File: src/rtl/acull_pkg.sv
// shared types and constants for the box versus frustum cull core
`timescale 1ns / 1ps

package acull_pkg;

    localparam int COORD_W        = 32;
    localparam int SLOT_W         = 5;
    localparam int PROD_W         = 2 * COORD_W;
    localparam int SUM_W          = PROD_W + 2;
    localparam int NUM_COEF       = 4;
    localparam int NUM_AXES       = 3;
    localparam int NUM_PLANES_DEF = 6;
    localparam int FRAC_BITS_DEF  = 16;

    localparam int COEF_A = 0;
    localparam int COEF_B = 1;
    localparam int COEF_C = 2;
    localparam int COEF_D = 3;

    localparam int AXIS_X = 0;
    localparam int AXIS_Y = 1;
    localparam int AXIS_Z = 2;

    localparam logic MODE_WRITE = 1'b0;
    localparam logic MODE_TEST  = 1'b1;

    typedef logic signed [COORD_W-1:0] coord_t;
    typedef logic signed [PROD_W-1:0]  prod_t;
    typedef logic signed [SUM_W-1:0]   sum_t;

    typedef struct packed {
        logic              en;
        logic [SLOT_W-1:0] slot;
        coord_t            value;
    } plane_wr_t;

endpackage

File: src/rtl/acull_plane_table.sv
// plane coefficient table, cleared at reset, one write port
`timescale 1ns / 1ps

module acull_plane_table #(
    parameter int NUM_PLANES = acull_pkg::NUM_PLANES_DEF
) (
    input  logic                clk,
    input  logic                rst_n,
    input  acull_pkg::plane_wr_t wr,
    output acull_pkg::coord_t   coef [NUM_PLANES][acull_pkg::NUM_COEF]
);
    import acull_pkg::*;

    coord_t table_reg [NUM_PLANES][NUM_COEF];

    // slots beyond the table never match, so those writes are dropped
    always_ff @(posedge clk or negedge rst_n)
    begin
        if (!rst_n)
        begin
            for (int p = 0; p < NUM_PLANES; p++)
            begin
                for (int k = 0; k < NUM_COEF; k++)
                begin
                    table_reg[p][k] <= '0;
                end
            end
        end
        else
        begin
            for (int p = 0; p < NUM_PLANES; p++)
            begin
                for (int k = 0; k < NUM_COEF; k++)
                begin
                    if (wr.en && (wr.slot == SLOT_W'(p * NUM_COEF + k)))
                    begin
                        table_reg[p][k] <= wr.value;
                    end
                end
            end
        end
    end

    assign coef = table_reg;

endmodule

File: config.mk
export PLATFORM = sky130hd
export DESIGN_NAME = acull_plane_table
export DESIGN_NICKNAME = d
export VERILOG_FILES = /design/src/rtl/acull_pkg.sv /design/src/rtl/acull_plane_table.sv
export SDC_FILE = /design/constraint.sdc
export NUM_CORES = 1
export LEC_CHECK = 0
export BUFFER_PORTS_ARGS = -buffer_cell sky130_fd_sc_hd__buf_2
export CAP_MARGIN = 20
export CORE_AREA = 4 4 314 316
export CTS_CLUSTER_SIZE = 14
export DETAILED_ROUTE_END_ITERATION = 10
export DIE_AREA = 0 0 318 320
export HOLD_SLACK_MARGIN = 0.15
export PLACE_DENSITY_LB_ADDON = 0.05
export SLEW_MARGIN = 10
export SYNTH_ARGS = -nofsm -noshare
export SYNTH_HDL_FRONTEND = slang
export SYNTH_SLANG_ARGS = --single-unit
File: constraint.sdc
create_clock -name clk -period 1 [get_ports clk]
set_input_delay 0.05 -clock clk [delete_from_list [all_inputs] [get_ports clk]]
set_output_delay 0.05 -clock clk [all_outputs]
set_load 0.02 [all_outputs]
Word-level counts from Yosys, hierarchy flattened
Index checks and enable logic that the tools add are counted.

word-level totals
  logic and storage cells = 72
  register bits after elaboration = 768
  output and inout bits = 768

cells by class
  eq/ne operators = 23
  reductions and logical operators = 25

operators with widths
  operator                                             number
  equality test 5 x 4 -> 1 bit, second input constant  8
  equality test 5 bit, second input constant           8
  logical AND 1 bit                                    24
  equality test 5 x 3 -> 1 bit, second input constant  4
  equality test 5 x 2 -> 1 bit, second input constant  2
  equality test 5 x 1 -> 1 bit, second input constant  1
  zero test 5 bit                                      1

Depth between registers and ports, before layout
  depth in word-level cells = 2
  mapped depth = 5
  depth with buffers taken out = 3

Worst setup path after synthesis
Ideal clock, no wire load.

  path kind = input -> register
  start = in wr[36] (netlist name)
  end = reg table_reg (netlist bit coef[641])
  path buffers = 2
  stages on the path = 5
  arrival time = 1.215 ns
  path slack = -0.340 ns
  library setup time = 0.125 ns
  cell sequence = nor4b_2 and3_1 clkbuf_2 buf_4 mux2_2

on the way
  longest elaborated chain between the ends = 2

RTL lines
  item                            RTL line                 text
  start: declaration              acull_plane_table.sv:9   input acull_pkg::plane_wr_t wr,
  equality test 5 x 2 -> 1 bit    acull_plane_table.sv:35  if (wr.en && (wr.slot == SLOT_W'(p * NUM_COEF + k)))
  logical AND 1 bit               acull_plane_table.sv:35
  end signal: indexed assignment  acull_plane_table.sv:37  table_reg[p][k] <= wr.value;
  end: declaration                acull_plane_table.sv:14  coord_t table_reg [NUM_PLANES][NUM_COEF];

Every way passes these cells.
A chain may end at the register's enable or synchronous reset.

Worst setup path after layout
  start = reg table_reg (netlist bit coef[267])
  end = out coef[267] (netlist name)

RTL lines
  item              RTL line                 text
  end: declaration  acull_plane_table.sv:10  output acull_pkg::coord_t coef [NUM_PLANES][acull_pkg::NUM_COEF]

No word-level cell between the ends.

==> flow_summary.yaml <==
run_status:
  status: "finished, violations left"
  failed_checks: "setup timing"
global_route:
  grt_max_degree: 97
  overflow: 0
  grt_first_pass_wirelength_mm: 161
  grt_pass1_vias: 20900
  track_usage_pct: 21.8
  antenna_found_initial: 5
floorplan:
  fp.dieW_um: 318
  core_area_um2: 96000
  io_pins: 808
  initial_utilization_pct: 30.2
  die_h_um: 320
  die_area_um2: 102000
  rows: 114
layout:
  seq_area_um2: 19200
  mostFrequentLayoutCell: "buf_6"
  layout-drive-gt1-share_pct: 71.5
  final_cell_mix: "buf_6, dfrtp_1, mux2_2"
  fin_nets: 2880
  area_growth_pct: 58.6
  nFillCells: 8428
  stdcell_count: 4182
  largest_reg_flops: 768
  multiInputGateArea_um2: 9490
detailed_routing:
  wl_per_cell_um: 27.1
  vias: 19200
  detail-route-antenna-nets: 0
  viasPerCell: 4.59
  drt-total-wl_mm: 113
  detail_route.iter0.violations: 812
  drc: 0
  dr.pass1.iters: 4
setup_path:
  slowest_stage: "dfrtp_2"
  crit_buf_inv: 1
  critPathCaptureType: "output port"
  crit_chain: "buf_6"
  rrSetupSlack_ns: -0.03
  critical_path_class: "register to output port"
  cp_max_fo: 2
  crit_required_ns: 0.95
  crit_path_start_kind: "register"
  cpPeakStageDelay_ns: 0.45
  arrival_ns: 1.25
  crit_family: "flip-flops"
sta:
  finalMaxSlewViolations: 0
  fin_hold_ws_ns: 0.0984
  period_share_pct: 130
  tightest_slew_ns: 0.764
  max_freq_ghz: 0.771
  period_needed_ns: 1.30
  fin_skew_ns: 0
  slew_headroom_pct: 49.1
  rsz0062_at_grt: "true"
  finalSetupViolations: 815
  fin_ws_ns: -0.297
  finalHoldViolCount: 0
placed_design:
  dp_hpwl_mm: 79.9
  gp_congestion: 0.790
  portBuffers: 807
  dp.cells: 3790
logic_synthesis:
  synth.distinct_cells: 18
  synthAdderAreaFrac_pct: 0
  synthSimpleGateAreaFrac_pct: 0.717
  synth_compound_area_share_pct: 0
  synth_top_family_by_area: "multiplexers"
  synth_nets: 1754
  yosys_warnings: 0
  syn_inst: 1714
  ys_seq_area_share_pct: 66.3
  synth.mux.area_fraction_pct: 30.6
  ys_seq_elements: 768
  syn-cell-area_um2: 29000
  syn_area_per_cell_um2: 16.9
  synth_xor_area_share_pct: 0
clocking:
  cts_root_buffer: "clkbuf_16"
  worstSkewPairLatency_ns: 0.63
  clockBufferDepth: 3
  ctsHtreeMaxLevel: 3
  clkTransAtPathRegs_ns: 0.06
  cts_made_buffers: 87
  clock_sink_count: 768
  cts_tree: "built"
pwr:
  power.leakage_nw: 22.5
  power_density_nw_per_um2: 2390
  ir_drop_uv: 1430
  power.total_mw: 110
hold_path:
  hp-class: "input pin to asynchronous set/reset pin"
run:
  maxCapViolCount: 0
==> synthesized netlist by cell type (all sizes together) <==
cell type | instances | share of area, %
nor2b | 5 | 0.11
nor2 | 7 | 0.091
nand2 | 13 | 0.17
and4bb | 3 | 0.13
clkbuf | 66 | 0.86
or3 | 2 | 0.043
nand2b | 2 | 0.043
buf | 76 | 1.5
mux2 | 768 | 31
and3 | 1 | 0.022
nand4b | 2 | 0.060
dfrtp | 768 | 66
nor4b | 1 | 0.052
==> routing by layer <==
| layer | share of wire [%] | up-vias | track usage (%) |
|---|---|---|---|
| met5 | 0.011 | - | 0 |
| met4 | 3.9 | 2 | 8.58 |
| met3 | 7.8 | 172 | 7.47 |
| met2 | 49 | 615 | 36.9 |
| met1 | 39 | 10100 | 25.5 |
| li1 | - | 8240 | - |
==> path summary, 6_finish.rpt <==
path / start / depth (start not counted) / end
setup / recovery: coef[267]$_DFFE_PN0P_ / 1 / coef[267]
hold / removal: rst_n / 4 / coef[55]$_DFFE_PN0P_
setup reg to reg: coef[405]$_DFFE_PN0P_ / 3 / coef[405]$_DFFE_PN0P_
hold reg to reg: coef[449]$_DFFE_PN0P_ / 1 / coef[449]$_DFFE_PN0P_
max in group asynchronous: rst_n / 5 / coef[568]$_DFFE_PN0P_
min in group clk: wr[4] / 2 / coef[420]$_DFFE_PN0P_
==> final cells by class <==
type | count | share of cell area (%)
clock buffer | 135 | 5.85
multi-input combinational | 804 | 20.6
antenna | 3 | 0.0163
clock inverter | 17 | 0.558
tap | 1276 | 3.47
timing repair buffer | 1179 | 27.6
sequential | 768 | 41.8
==> report_power, final <==
group,switching (mW),leakage (nW),internal [mW]
Clock,13.0,1.45,19.9
Sequential,4.62,9.82,37.2
Combinational,16.3,11.2,18.6
Total,33.9,22.5,75.8
==> what timing repair did <==
action | 4_1_cts | 5_1_grt
hold endpoints to repair | 1512 | 12
hold buffers | 34 | 2
gates resized for setup | 1538 | 1
setup buffers | 138 | 63
endpoints found under the setup margin | 768 | 773
==> per-stage QoR <==
step	util [%]	cell area, µm²	TNS, ns	setup WS, ns
floorplan	-	29400	-114.43	-0.281
global placement	37.8	36300	-371.64	-0.604
detailed placement	37.8	36300	-387.94	-0.635
CTS	47.4	45500	-222.35	-0.372
global route	47.9	46000	-221.10	-0.356
finish	47.9	46000	-173.67	-0.297
==> cell families after synthesis <==
family	Yosys count
AND/OR/NAND/NOR	36
flip-flops	768
buffers and inverters	142
multiplexers	768
Note: power is estimated with default switching activity, not from simulation.
