### src/rtl/acull_pkg.sv
// shared types and constants for the box versus frustum cull core
`timescale 1ns / 1ps

package acull_pkg;

    localparam int COORD_W        = 32;
    localparam int SLOT_W         = 5;
    localparam int PROD_W         = 2 * COORD_W;
    localparam int SUM_W          = PROD_W + 2;
    localparam int NUM_COEF       = 4;
    localparam int NUM_AXES       = 3;
    localparam int NUM_PLANES_DEF = 6;
    localparam int FRAC_BITS_DEF  = 16;

    localparam int COEF_A = 0;
    localparam int COEF_B = 1;
    localparam int COEF_C = 2;
    localparam int COEF_D = 3;

    localparam int AXIS_X = 0;
    localparam int AXIS_Y = 1;
    localparam int AXIS_Z = 2;

    localparam logic MODE_WRITE = 1'b0;
    localparam logic MODE_TEST  = 1'b1;

    typedef logic signed [COORD_W-1:0] coord_t;
    typedef logic signed [PROD_W-1:0]  prod_t;
    typedef logic signed [SUM_W-1:0]   sum_t;

    typedef struct packed {
        logic              en;
        logic [SLOT_W-1:0] slot;
        coord_t            value;
    } plane_wr_t;

endpackage

### src/rtl/acull_sum_stage.sv
// stage 3: plane sums, sign test and output register
`timescale 1ns / 1ps

module acull_sum_stage #(
    parameter int NUM_PLANES = acull_pkg::NUM_PLANES_DEF
) (
    input  logic             clk,
    input  logic             rst_n,
    input  logic             up_valid,
    output logic             up_ready,
    input  acull_pkg::prod_t prod [NUM_PLANES][acull_pkg::NUM_AXES],
    input  acull_pkg::sum_t  dterm [NUM_PLANES],
    output logic             out_valid,
    input  logic             out_stall,
    output logic             box_visible
);
    import acull_pkg::*;

    logic                  valid_reg;
    logic                  visible_reg;
    logic                  visible_next;
    sum_t                  plane_sum [NUM_PLANES];
    logic [NUM_PLANES-1:0] reject;

    assign up_ready = !valid_reg || !out_stall;

    always_comb
    begin
        for (int p = 0; p < NUM_PLANES; p++)
        begin
            plane_sum[p] = sum_t'(prod[p][AXIS_X]) + sum_t'(prod[p][AXIS_Y])
                         + sum_t'(prod[p][AXIS_Z]) + dterm[p];
            reject[p]    = plane_sum[p][SUM_W-1];
        end
        visible_next = ~|reject;
    end

    always_ff @(posedge clk or negedge rst_n)
    begin
        if (!rst_n)
        begin
            valid_reg <= 1'b0;
        end
        else if (up_ready)
        begin
            valid_reg <= up_valid;
        end
    end

    always_ff @(posedge clk)
    begin
        if (up_ready && up_valid)
        begin
            visible_reg <= visible_next;
        end
    end

    assign out_valid   = valid_reg;
    assign box_visible = visible_reg;

    a_sum_load: assert property (@(posedge clk) disable iff (!rst_n)
        up_valid && up_ready |=> out_valid)
        else $error("result word dropped at output register");

endmodule

### config.mk
export PLATFORM = sky130hd
export DESIGN_NAME = acull_sum_stage
export DESIGN_NICKNAME = d
export VERILOG_FILES = /design/src/rtl/acull_pkg.sv /design/src/rtl/acull_sum_stage.sv
export SDC_FILE = /design/constraint.sdc
export NUM_CORES = 2
export LEC_CHECK = 0
export CELL_PAD_IN_SITES_DETAIL_PLACEMENT = 0
export CELL_PAD_IN_SITES_GLOBAL_PLACEMENT = 1
export CORE_AREA = 2 2 613 615
export CTS_CLUSTER_DIAMETER = 120
export DETAILED_ROUTE_END_ITERATION = 8
export DIE_AREA = 0 0 615 617
export DONT_BUFFER_PORTS = 1
export PLACE_DENSITY = 0.34
export SYNTH_ARGS = -nofsm -noshare
export SYNTH_HDL_FRONTEND = slang
export SYNTH_SLANG_ARGS = --single-unit
### constraint.sdc
create_clock -name clk -period 2.02 [get_ports clk]
set_input_delay 0.202 -clock clk [delete_from_list [all_inputs] [get_ports clk]]
set_output_delay 0.202 -clock clk [all_outputs]
set_load 0.03 [all_outputs]
### After elaboration in Yosys (flattened, before gate mapping)

Index checks and enable logic that the tools add are counted.

* add/subtract/negate cells: 18
* shift operators: 0
* mux-type cells: 0
* order comparisons: 0
* equality and inequality tests: 0
* bitwise logic cells: 0
* div/mod/pow operators: 0
* multipliers: 0
* reduce and logical (&&, ||, !) cells: 6

Operator list (number)
* 65-bit by 64-bit adder with 66-bit output: 6
* 66-bit adder: 6
* 64-bit by 64-bit adder with 65-bit output: 6
* 6-bit OR reduction: 1
* 1-bit logical NOT: 3
* 1-bit logical AND: 1
* 1-bit logical OR: 1

* bits of input ports: 1552
* bits in read-only memories: 0
* bits in registers: 2
* bits in latches: 0
* logic and storage cells: 26
* memory bits (writable): 0
* memories kept: 0
* output and inout port bits: 3

### Depth between registers and ports, before layout

* word-level depth: 5
* depth in mapped cells: 14
* mapped depth without buffers: 14

### Worst setup path after synthesis

OpenSTA, ideal clock, no wires.

* kind: input to register
* start point: in prod[620] (netlist name)
* end point: reg visible_reg (netlist: box_visible), data pin
* arrival: 3.206 ns
* slack: -1.355 ns
* required time: 1.850 ns
* cell stages on the path: 14
* cell sequence: inv_1 > fa_1 > fa_1 > inv_1 > ha_1 > nand4_1 > nor3_2 > a221o_1 > or3_4 > a2111oi_4 > o2111ai_1 > nand2_1 > xnor2_1 > nor4_2

* longest elaborated chain between the ends: 4

Ends and longest elaborated chain
* start: declaration: line acull_sum_stage.sv:11 `input acull_pkg::prod_t prod [NUM_PLANES][acull_pkg::NUM_AXES],`
* 65-bit by 64-bit adder with 66-bit output: line acull_sum_stage.sv:32 `+ sum_t'(prod[p][AXIS_Z]) + dterm[p];`
* 66-bit adder: line acull_sum_stage.sv:32
* 6-bit OR reduction: line acull_sum_stage.sv:35 `visible_next = ~|reject;`
* 1-bit logical NOT: line acull_sum_stage.sv:35
* named net visible_next: line acull_sum_stage.sv:21 `logic visible_next;`
* end signal: assignment: line acull_sum_stage.sv:54 `visible_reg <= visible_next;`
* end: declaration: line acull_sum_stage.sv:20 `logic visible_reg;`

The timed path passes the listed nets, and every way through them passes these cells.
A chain may end at the register's enable or synchronous reset.

### Worst setup path in the final report

* start point: in prod[228] (netlist name)
* end point: reg visible_reg (netlist: box_visible), data pin

The elaborated chain is that of the path after synthesis.

==> impl_metrics.env <==
export IMPL_failed_checks="negative setup slack"
export IMPL_final_nets=6259
export IMPL_num_io_pins=1555
export IMPL_wl_per_cell_um=27.6
export IMPL_htree_levels=1
export IMPL_async_reset_ff_frac=0.500
export IMPL_place_port_buffers=0
export IMPL_finalCoreUtilization=0.104
export IMPL_synth_cell_type_count=51
export IMPL_fillCellCount=43500
export IMPL_p_leak_nw=19.7
export IMPL_tightestPinTransition_ps=767
export IMPL_max_cap_violations=0
export IMPL_place_congestion=0.964
export IMPL_seqPwrFrac=0.003
export IMPL_fin_setup_tns_ps=-1750
export IMPL_ir_drop_uv=204
export IMPL_synthToLayoutAreaGrowth_pct=31.1
export IMPL_synth_compound_area_frac=0.0632
export IMPL_p_switching_mw=9.93
export IMPL_grt_pass1_wl_um=292000
export IMPL_fmax_mhz=265
export IMPL_end_kind="flip-flop"
export IMPL_vias_per_cell=2.65
export IMPL_hold_path_class="in -> reg"
export IMPL_place_inst=8543
export IMPL_drc_errors=0
export IMPL_hold_violations=0
export IMPL_drive_above_1_share=0.0830
export IMPL_whs_ps=75.8
export IMPL_die_h_um=617
export IMPL_mostFrequentLayoutCells="inv_1 (1579), fa_1 (755), ha_1 (379)"
export IMPL_dr_pass1_iters=5
export IMPL_crit_chain="inv_1 > fa_1 > fa_1 > inv_1 > ha_1 > buf_4 > a21oi_2 > a21oi_1 > buf_4 > o311ai_1 > nand3_2 > buf_12 > xnor2_4 > nand3_4 > nor4_2"
export IMPL_clockBufferDepth=2
export IMPL_yosysWarnings=0
export IMPL_rows=225
export IMPL_internal_power_mw=8.39
export IMPL_start_util=0.0794
export IMPL_critical_path_slowest_cell="a21oi_2"
export IMPL_ys_ff_latch=2
export IMPL_dr_first_iter_drc_count=1123
export IMPL_synth_top_family_by_area="adder cells"
export IMPL_required_ps=2100
export IMPL_synthSimpleGateAreaFrac=0.0485
export IMPL_synthAdderAreaFrac=0.680
export IMPL_drv_slew=0
export IMPL_antenna_left=0
export IMPL_power_density_nw_per_um2=471
export IMPL_dp_slack_ps=-3280
export IMPL_placed_cell_area_um2=38400
export IMPL_core_area_um2=374000
export IMPL_dieArea_um2=379000
export IMPL_synth_area_per_cell_um2=8.93
export IMPL_crit_type="in -> reg"
export IMPL_num_vias=22700
export IMPL_clock_power_share=0.019
export IMPL_slowest_delay_ps=590
export IMPL_relSlewSlack=0.484
export IMPL_fin_skew_ps=4.01
export IMPL_fin_crit_sh=1.87
export IMPL_routed_wl_um=236000
export IMPL_setup_viol=1
export IMPL_synth_edf_count=1
export IMPL_min_period_ps=3770
export IMPL_clk_pin_slew_ps=40
export IMPL_die_x_um=615
export IMPL_tritoncts="done"
export IMPL_setup_slack_ps=-1750
export IMPL_syn_num_nets=6028
export IMPL_p_total_mw=18.3
export IMPL_hpwl_um=236000
export IMPL_rsz0062_at_grt="yes"
export IMPL_synth_xor_area_share=0.00594
export IMPL_stdcell_area_um2=38900
export IMPL_yosysSeqAreaShare=0.00186
export IMPL_cp_max_fo=2
export IMPL_worstPathArrival_ps=3850
export IMPL_mostFrequentLayoutCell="inv_1"
export IMPL_crit_buf_inv=5
export IMPL_power_frac_comb=0.978
export IMPL_crit_family="adder cells"
export IMPL_netlist_area_um2=29700
export IMPL_outcome="finished with violations"
export IMPL_grt_max_degree=4
export IMPL_cts_sinks=2
export IMPL_cts_root_buf="clkbuf_16"
export IMPL_grt_overflow=0
export IMPL_cts_made_buffers=3
export IMPL_clock_latency_ps=240
export IMPL_grt_total_usage=0.121
export IMPL_start_kind="primary input"
export IMPL_antenna_found_initial=158
export IMPL_syn_inst=3324
export IMPL_muxShareOfSynthArea=0
export IMPL_switching_share=0.542
export IMPL_final_cells=8580
export IMPL_grt_pass1_vias=25800
export IMPL_ys_flop_type="edfxtp_1"
## final timing paths
| path | start | endpoint | slack (ps) | cells past startpoint |
|---|---|---|---|---|
| setup / recovery | prod[228] | box_visible | -1750 | 15 |
| hold / removal | up_valid | out_valid | 80 | 1 |
| setup reg to reg | out_valid | box_visible | 870 | 2 |
| hold reg to reg | out_valid | out_valid | 710 | 3 |
| max in group asynchronous | rst_n | out_valid | 1610 | 1 |
| min in group asynchronous | rst_n | out_valid | 240 | 1 |
## synth_stat cells (6+ instances only)
cell type  count  share of area
nor2_1        36         0.0046
xnor2_1       15         0.0044
nor3_1        16         0.0027
a221oi_1       7         0.0021
nor2b_1        9         0.0019
nand4_1       71          0.015
o21ai_0       35         0.0059
nor4_1        10         0.0021
o21ai_1       17         0.0029
fa_1         768           0.52
nand3_1       34         0.0057
nand2_1       59         0.0075
ha_1         384           0.16
nor4bb_1       6         0.0020
and4_1         7         0.0021
a211oi_1      19         0.0048
inv_1       1585           0.20
a21o_1        55          0.014
a2111oi_0      7         0.0021
a21oi_1      126          0.021
## registers in the layout, indices dropped and copies added, names as in the netlist
register,count
box_visible,1
out_valid,1
## cells by family after synthesis
logic type               after synthesis
flip-flops                             2
AND/OR/NAND/NOR                      268
AO/OA/AOI/OAI                        299
XOR/XNOR                              18
adder cells (fa/ha/maj)             1152
buffers and inverters               1585
## power groups by stage
stage | combinational (mW) | sequential, mW | clock (mW)
final | 17.9 | 0.0511 | 0.352
after global routing | 20.6 | 0.0524 | 0.385
after CTS | 18.7 | 0.0527 | 0.372
after detailed placement | 18.0 | 0.0533 | 0
after global placement | 18.0 | 0.0535 | 0
after floorplan | 9.48 | 0.0565 | 0
## cell type report
class | instances | area [µm²] | area share
multi-input cells | 1737 | 24100 | 0.619
well taps | 4994 | 6250 | 0.161
diodes | 32 | 80.1 | 0.00206
inverters | 1585 | 5960 | 0.153
flip-flops and latches | 2 | 55.1 | 0.00141
clock buffers | 4 | 78.8 | 0.00203
repair buffers | 226 | 2390 | 0.0614
## layer usage
layer,routed length [µm],global-route usage,vias up,part of all wire
met5,488,0,-,0.0021
li1,-,-,9931,-
met4,3950,0.0135,78,0.017
met3,18700,0.0389,274,0.079
met1,98900,0.151,11400,0.42
met2,114000,0.209,1009,0.48
## repair_timing
item,4_1_cts,5_1_grt
hold buffers,1,0
setup endpoints to repair,1,1
hold endpoints to repair,1,0
setup buffers,2,1
pin swaps,22,15
gates resized for setup,64,13
(Power assumes the default switching activity.)
